<file path="src/rtl/core/pcorr_pkg.sv">
// ----------------------------------------------------------------------------
// pcorr_pkg
// Types and constants shared by the correlation controller and datapath.
// ----------------------------------------------------------------------------
package pcorr_pkg;

  localparam int CNT_W  = 13;   // pair count
  localparam int SMP_W  = 16;   // sample port width
  localparam int SX_W   = 28;   // sum of x, sum of y
  localparam int SXY_W  = 44;   // sum of x*y
  localparam int SXX_W  = 43;   // sum of x*x, sum of y*y
  localparam int OP_W   = 58;   // multiplier operand, a / b / c
  localparam int PROD_W = 116;  // multiplier product
  localparam int ROOT_W = 148;  // root search accumulators
  localparam int Q_W    = 16;   // coefficient width
  localparam int MCNT_W = 6;    // multiplier iteration counter

  typedef struct packed {
    logic signed [SMP_W-1:0] x_sample;
    logic signed [SMP_W-1:0] y_sample;
    logic                    last_pair;
  } pc_in_t;

  typedef struct packed {
    logic signed [Q_W-1:0] correlation_q15;
    logic [CNT_W-1:0]      pair_count;
    logic                  degenerate;
    logic                  overflowed;
  } pc_out_t;

  typedef enum logic [2:0] {
    SEL_N_SXY,
    SEL_SX_SY,
    SEL_N_SXX,
    SEL_SX_SX,
    SEL_N_SYY,
    SEL_SY_SY,
    SEL_AA,
    SEL_BC
  } pc_sel_t;

  typedef enum logic [3:0] {
    ST_IDLE,
    ST_ACC,
    ST_MSTART,
    ST_MWAIT,
    ST_CHECK,
    ST_RINIT,
    ST_R1,
    ST_R2,
    ST_R3,
    ST_FINISH
  } pc_state_t;

  typedef struct packed {
    logic    capture;
    logic    accum;
    logic    mul_start;
    logic    mul_store;
    pc_sel_t sel;
    logic    root_init;
    logic    root_add1;
    logic    root_add2;
    logic    root_cmp;
    logic    load_out;
  } pc_cmd_t;

  typedef struct packed {
    logic last;
    logic mul_done;
    logic degen;
    logic root_done;
    logic out_full;
  } pc_sts_t;

endpackage

</file>
<file path="src/rtl/core/pcorr_ctrl.sv">
// ----------------------------------------------------------------------------
// pcorr_ctrl
// Sequencer: pair intake, multiply schedule, root search, result hand-off.
// ----------------------------------------------------------------------------
module pcorr_ctrl (
  input  logic               clk,
  input  logic               rst,
  input  logic               in_valid,
  output logic               in_ready,
  input  pcorr_pkg::pc_sts_t sts,
  output pcorr_pkg::pc_cmd_t cmd
);

  pcorr_pkg::pc_state_t state, state_next;
  pcorr_pkg::pc_sel_t   sel, sel_next;

  always_ff @(posedge clk) begin
    if (rst) begin
      state <= pcorr_pkg::ST_IDLE;
      sel   <= pcorr_pkg::SEL_N_SXY;
    end else begin
      state <= state_next;
      sel   <= sel_next;
    end
  end

  always_comb begin
    state_next = state;
    sel_next   = sel;
    cmd        = '0;
    cmd.sel    = sel;
    in_ready   = 1'b0;
    unique case (state)
      pcorr_pkg::ST_IDLE: begin
        in_ready = 1'b1;
        if (in_valid) begin
          cmd.capture = 1'b1;
          state_next  = pcorr_pkg::ST_ACC;
        end
      end
      pcorr_pkg::ST_ACC: begin
        cmd.accum = 1'b1;
        if (sts.last) begin
          sel_next   = pcorr_pkg::SEL_N_SXY;
          state_next = pcorr_pkg::ST_MSTART;
        end else begin
          state_next = pcorr_pkg::ST_IDLE;
        end
      end
      pcorr_pkg::ST_MSTART: begin
        cmd.mul_start = 1'b1;
        state_next    = pcorr_pkg::ST_MWAIT;
      end
      pcorr_pkg::ST_MWAIT: begin
        if (sts.mul_done) begin
          cmd.mul_store = 1'b1;
          unique case (sel)
            pcorr_pkg::SEL_N_SXY: begin sel_next = pcorr_pkg::SEL_SX_SY; state_next = pcorr_pkg::ST_MSTART; end
            pcorr_pkg::SEL_SX_SY: begin sel_next = pcorr_pkg::SEL_N_SXX; state_next = pcorr_pkg::ST_MSTART; end
            pcorr_pkg::SEL_N_SXX: begin sel_next = pcorr_pkg::SEL_SX_SX; state_next = pcorr_pkg::ST_MSTART; end
            pcorr_pkg::SEL_SX_SX: begin sel_next = pcorr_pkg::SEL_N_SYY; state_next = pcorr_pkg::ST_MSTART; end
            pcorr_pkg::SEL_N_SYY: begin sel_next = pcorr_pkg::SEL_SY_SY; state_next = pcorr_pkg::ST_MSTART; end
            pcorr_pkg::SEL_SY_SY: state_next = pcorr_pkg::ST_CHECK;
            pcorr_pkg::SEL_AA:    begin sel_next = pcorr_pkg::SEL_BC; state_next = pcorr_pkg::ST_MSTART; end
            pcorr_pkg::SEL_BC:    state_next = pcorr_pkg::ST_RINIT;
            default:              state_next = pcorr_pkg::ST_IDLE;
          endcase
        end
      end
      pcorr_pkg::ST_CHECK: begin
        if (sts.degen) begin
          state_next = pcorr_pkg::ST_FINISH;
        end else begin
          sel_next   = pcorr_pkg::SEL_AA;
          state_next = pcorr_pkg::ST_MSTART;
        end
      end
      pcorr_pkg::ST_RINIT: begin
        cmd.root_init = 1'b1;
        state_next    = pcorr_pkg::ST_R1;
      end
      pcorr_pkg::ST_R1: begin
        cmd.root_add1 = 1'b1;
        state_next    = pcorr_pkg::ST_R2;
      end
      pcorr_pkg::ST_R2: begin
        cmd.root_add2 = 1'b1;
        state_next    = pcorr_pkg::ST_R3;
      end
      pcorr_pkg::ST_R3: begin
        cmd.root_cmp = 1'b1;
        state_next   = sts.root_done ? pcorr_pkg::ST_FINISH : pcorr_pkg::ST_R1;
      end
      pcorr_pkg::ST_FINISH: begin
        if (!sts.out_full) begin
          cmd.load_out = 1'b1;
          state_next   = pcorr_pkg::ST_IDLE;
        end
      end
      default: state_next = pcorr_pkg::ST_IDLE;
    endcase
  end

endmodule

</file>
<file path="config.mk">
export PLATFORM = sky130hd
export DESIGN_NAME = pcorr_ctrl
export DESIGN_NICKNAME = d
export VERILOG_FILES = /design/src/rtl/core/pcorr_pkg.sv /design/src/rtl/core/pcorr_ctrl.sv
export SDC_FILE = /design/constraint.sdc
export NUM_CORES = 1
export LEC_CHECK = 0
export ABC_AREA = 1
export BUFFER_PORTS_ARGS = -buffer_cell sky130_fd_sc_hd__buf_2
export CELL_PAD_IN_SITES_DETAIL_PLACEMENT = 2
export CELL_PAD_IN_SITES_GLOBAL_PLACEMENT = 2
export CORE_MARGIN = 1
export CORE_UTILIZATION = 25
export CTS_BUF_LIST = sky130_fd_sc_hd__clkbuf_4 sky130_fd_sc_hd__clkbuf_8 sky130_fd_sc_hd__clkbuf_16
export CTS_CLUSTER_DIAMETER = 200
export CTS_CLUSTER_SIZE = 20
export DETAILED_ROUTE_END_ITERATION = 10
export GPL_TIMING_DRIVEN = 0
export PLACE_DENSITY = 0.83
export SETUP_SLACK_MARGIN = 0.1
export SLEW_MARGIN = 15
export SYNTH_ARGS = -nofsm -noshare
export SYNTH_HDL_FRONTEND = slang
export SYNTH_SLANG_ARGS = --single-unit
</file>
<file path="constraint.sdc">
create_clock -name clk -period 3.4 [get_ports clk]
set_input_delay 0.68 -clock clk [delete_from_list [all_inputs] [get_ports clk]]
set_output_delay 0.68 -clock clk [all_outputs]
set_load 0.05 [all_outputs]
</file>
==> results.toml <==
[critical_path]
regToRegEndpoint = "sel[1]"
cp.depth = 4
crit_path_end = "in_ready"
worstPathRequired_ns = 2.72
cp_top_family = "simple AND/OR/NAND/NOR gates"
slowest_stage = "dfxtp_1"
arrival_ns = 1.52
crit_path_max_fanout = 7
path_buf_inv = 2
rrSetupSlack_ns = 1.93
cpPeakStageDelay_ns = 0.38
startpoint = "state[2]"
worstSetupPathType = "flop to output pin"
reg2reg_from = "state[2]"
rr_worst_depth = 6
cp-start-kind = "flop"
path_cells = "nor2_2, nand2_1, inv_1, buf_2"
endpoint_kind = "output pin"

[cts]
cts_buffers = 3
clkLatencyLatePin_ns = 0.25
numClockSinks = 7
cts_tree = "yes"
ctsResizeCount = 0
clk_pin_slew_ns = 0.06
cts_buffer_depth = 2
root_buffer = "clkbuf_4"
htreeDepth = 1
holdBufCountCts = 0
post_cts_buffers = 0

[finish]
nNetsFinal = 137
syn_to_final_growth_pct = 27.3
antenna_cells = 0
final_layout_size_suffix_gt1_share_pct = 33.6
utilization_pct = 34.2
fin_area_um2 = 771

[die]
core_um2 = 2250
std_cell_rows = 17
io_pins = 21
floorplan.initialDensity_pct = 26.9
die_h_um = 51.2
dieArea_um2 = 2620
die_w_um = 51.2

[logic_synthesis]
synthFlopType = "dfxtp_1"
synth_edf_count = 0
synth.distinct_cells = 18
yosys_warnings = 0
synthAdderAreaFrac_pct = 0
synth_top_family_by_area = "simple AND/OR/NAND/NOR gates"
syn-num-nets = 112
async_reset_ff_share_pct = 0
syn_inst = 104
synth_mux_area_share_pct = 0
ys_ff_latch = 7
yosysSeqAreaShare_pct = 23.1
synth_common_cells = "31 x nand2_1, 17 x inv_1, 13 x nor2_1, 7 x dfxtp_1, 7 x nand3_1"
synth_area_um2 = 606
yosys.area_share.xor_xnor_pct = 0
yosys.area_share.simple_pct = 53.7
postSynthAreaPerCell_um2 = 5.82
synth_top_area_share_pct = 23.1
synth_compound_area_share_pct = 10.1
synth_top_area_cell = "dfxtp_1"
ys_top_cells_by_area = "dfxtp_1 23%, nand2_1 19%, inv_1 11%"
synthMostInstantiatedCell = "nand2_1"

[route]
drt_iter0_drc = 5
vias = 729
ant_nets = 0
drc = 0
wl_um = 2300
via_per_inst = 4.67
wire_per_inst_um = 14.7
drtPass1Iterations = 4

[global_routing]
grt_pass1_wl_um = 3850
grt_overflow = 0
grt_pass1_vias = 807
antenna_found_initial = 0
grt_start_max_net_pins = 8
track_usage_pct = 20.0

[placement]
dpl_worst_slack_ns = 1.40
place_congestion = 0.799
placed_area_um2 = 741
port_buffers = 20
dpl.hpwl_um = 1760

[sta]
finalCritPeriodShare_pct = 64.8
max_freq_ghz = 0.454
finalHoldViolCount = 0
slew_headroom_pct = 78.2
rsz0062_at_grt = "false"
fin_crit_ns = 2.20
slew_violations = 0
worstMarginPinSlew_ns = 0.326
fin_setup_tns_ns = 0
fin_ws_ns = 1.20
skew_ns = 0.00243
setup_viol = 0

[pwr]
power_density_nw_per_um2 = 401
leakagePower_nw = 0.453
power_mw = 0.309
ir_drop_mv = 0.199

[outcome]
status = "completed"

[run]
cap_violations = 0

[worst_hold_path]
hold_class = "flop to flop"
-- tightest hold or removal path, stage by stage (launching register included) --
cell and delay (ns):
dfxtp_1 0.33, inv_1 0.06, nand2_1 0.05, nand2_1 0.09, nor2_2 0.04
-- logic make-up (layout without fill, tap and decap cells) --
kind of cell,Yosys count,count (layout)
buf+inv,21,45
compound gates,10,10
flops,7,7
simple gates,66,66
-- worst min path at each step --
stage	depth (start not counted)	start	to
global route	2	rst	state[1]
CTS	4	sel[1]	sel[1]
global placement	4	sel[1]	sel[1]
finish	4	sel[1]	sel[1]
detailed placement	4	sel[1]	sel[1]
floorplan	4	state[0]	state[1]
-- registers in the layout, indices dropped and copies added, names as in the netlist --
signal,cells
state,4
sel,3
-- per-stage QoR --
stage | std cells | hold WS (ns)
final | 156 | 0.613
after global routing | 156 | 0.663
after CTS | 156 | 0.616
after detailed placement | 152 | 0.580
after global placement | 152 | 0.545
after floorplan | 104 | 0.643
-- per-layer routing --
metal  vias up  global-route usage, %  wire length (µm)
met3         5                   3.27                90
li1        367                      -                 -
met1       338                   23.1              1010
met2        19                   37.3              1160
met5         -                      0                 0
met4         0                   5.41                34
-- area by class of cell --
type | instances | area, µm²
Sequential cell | 7 | 140
Fill cell | 319 | 1480
Tap cell | 28 | 35.0
Inverter | 21 | 78.8
Clock buffer | 4 | 30.0
Multi-Input combinational cell | 76 | 387
Timing Repair Buffer | 20 | 100
-- report_power, final --
part           internal [mW]  switching [mW]  total [mW]
sequential            0.0893          0.0105      0.0998
combinational         0.0299          0.0947       0.125
clock                 0.0528          0.0319      0.0847
-- cell usage in the layout (no fill, tap or decap), drive strengths merged, types with 2 or more instances in the layout --
cell type and n:
dfxtp 7, o21ai 2, inv 21, nor2 20, clkbuf 4, nand2 32, buf 20, a21oi 7
nand3 12
(Power assumes the default switching activity.)
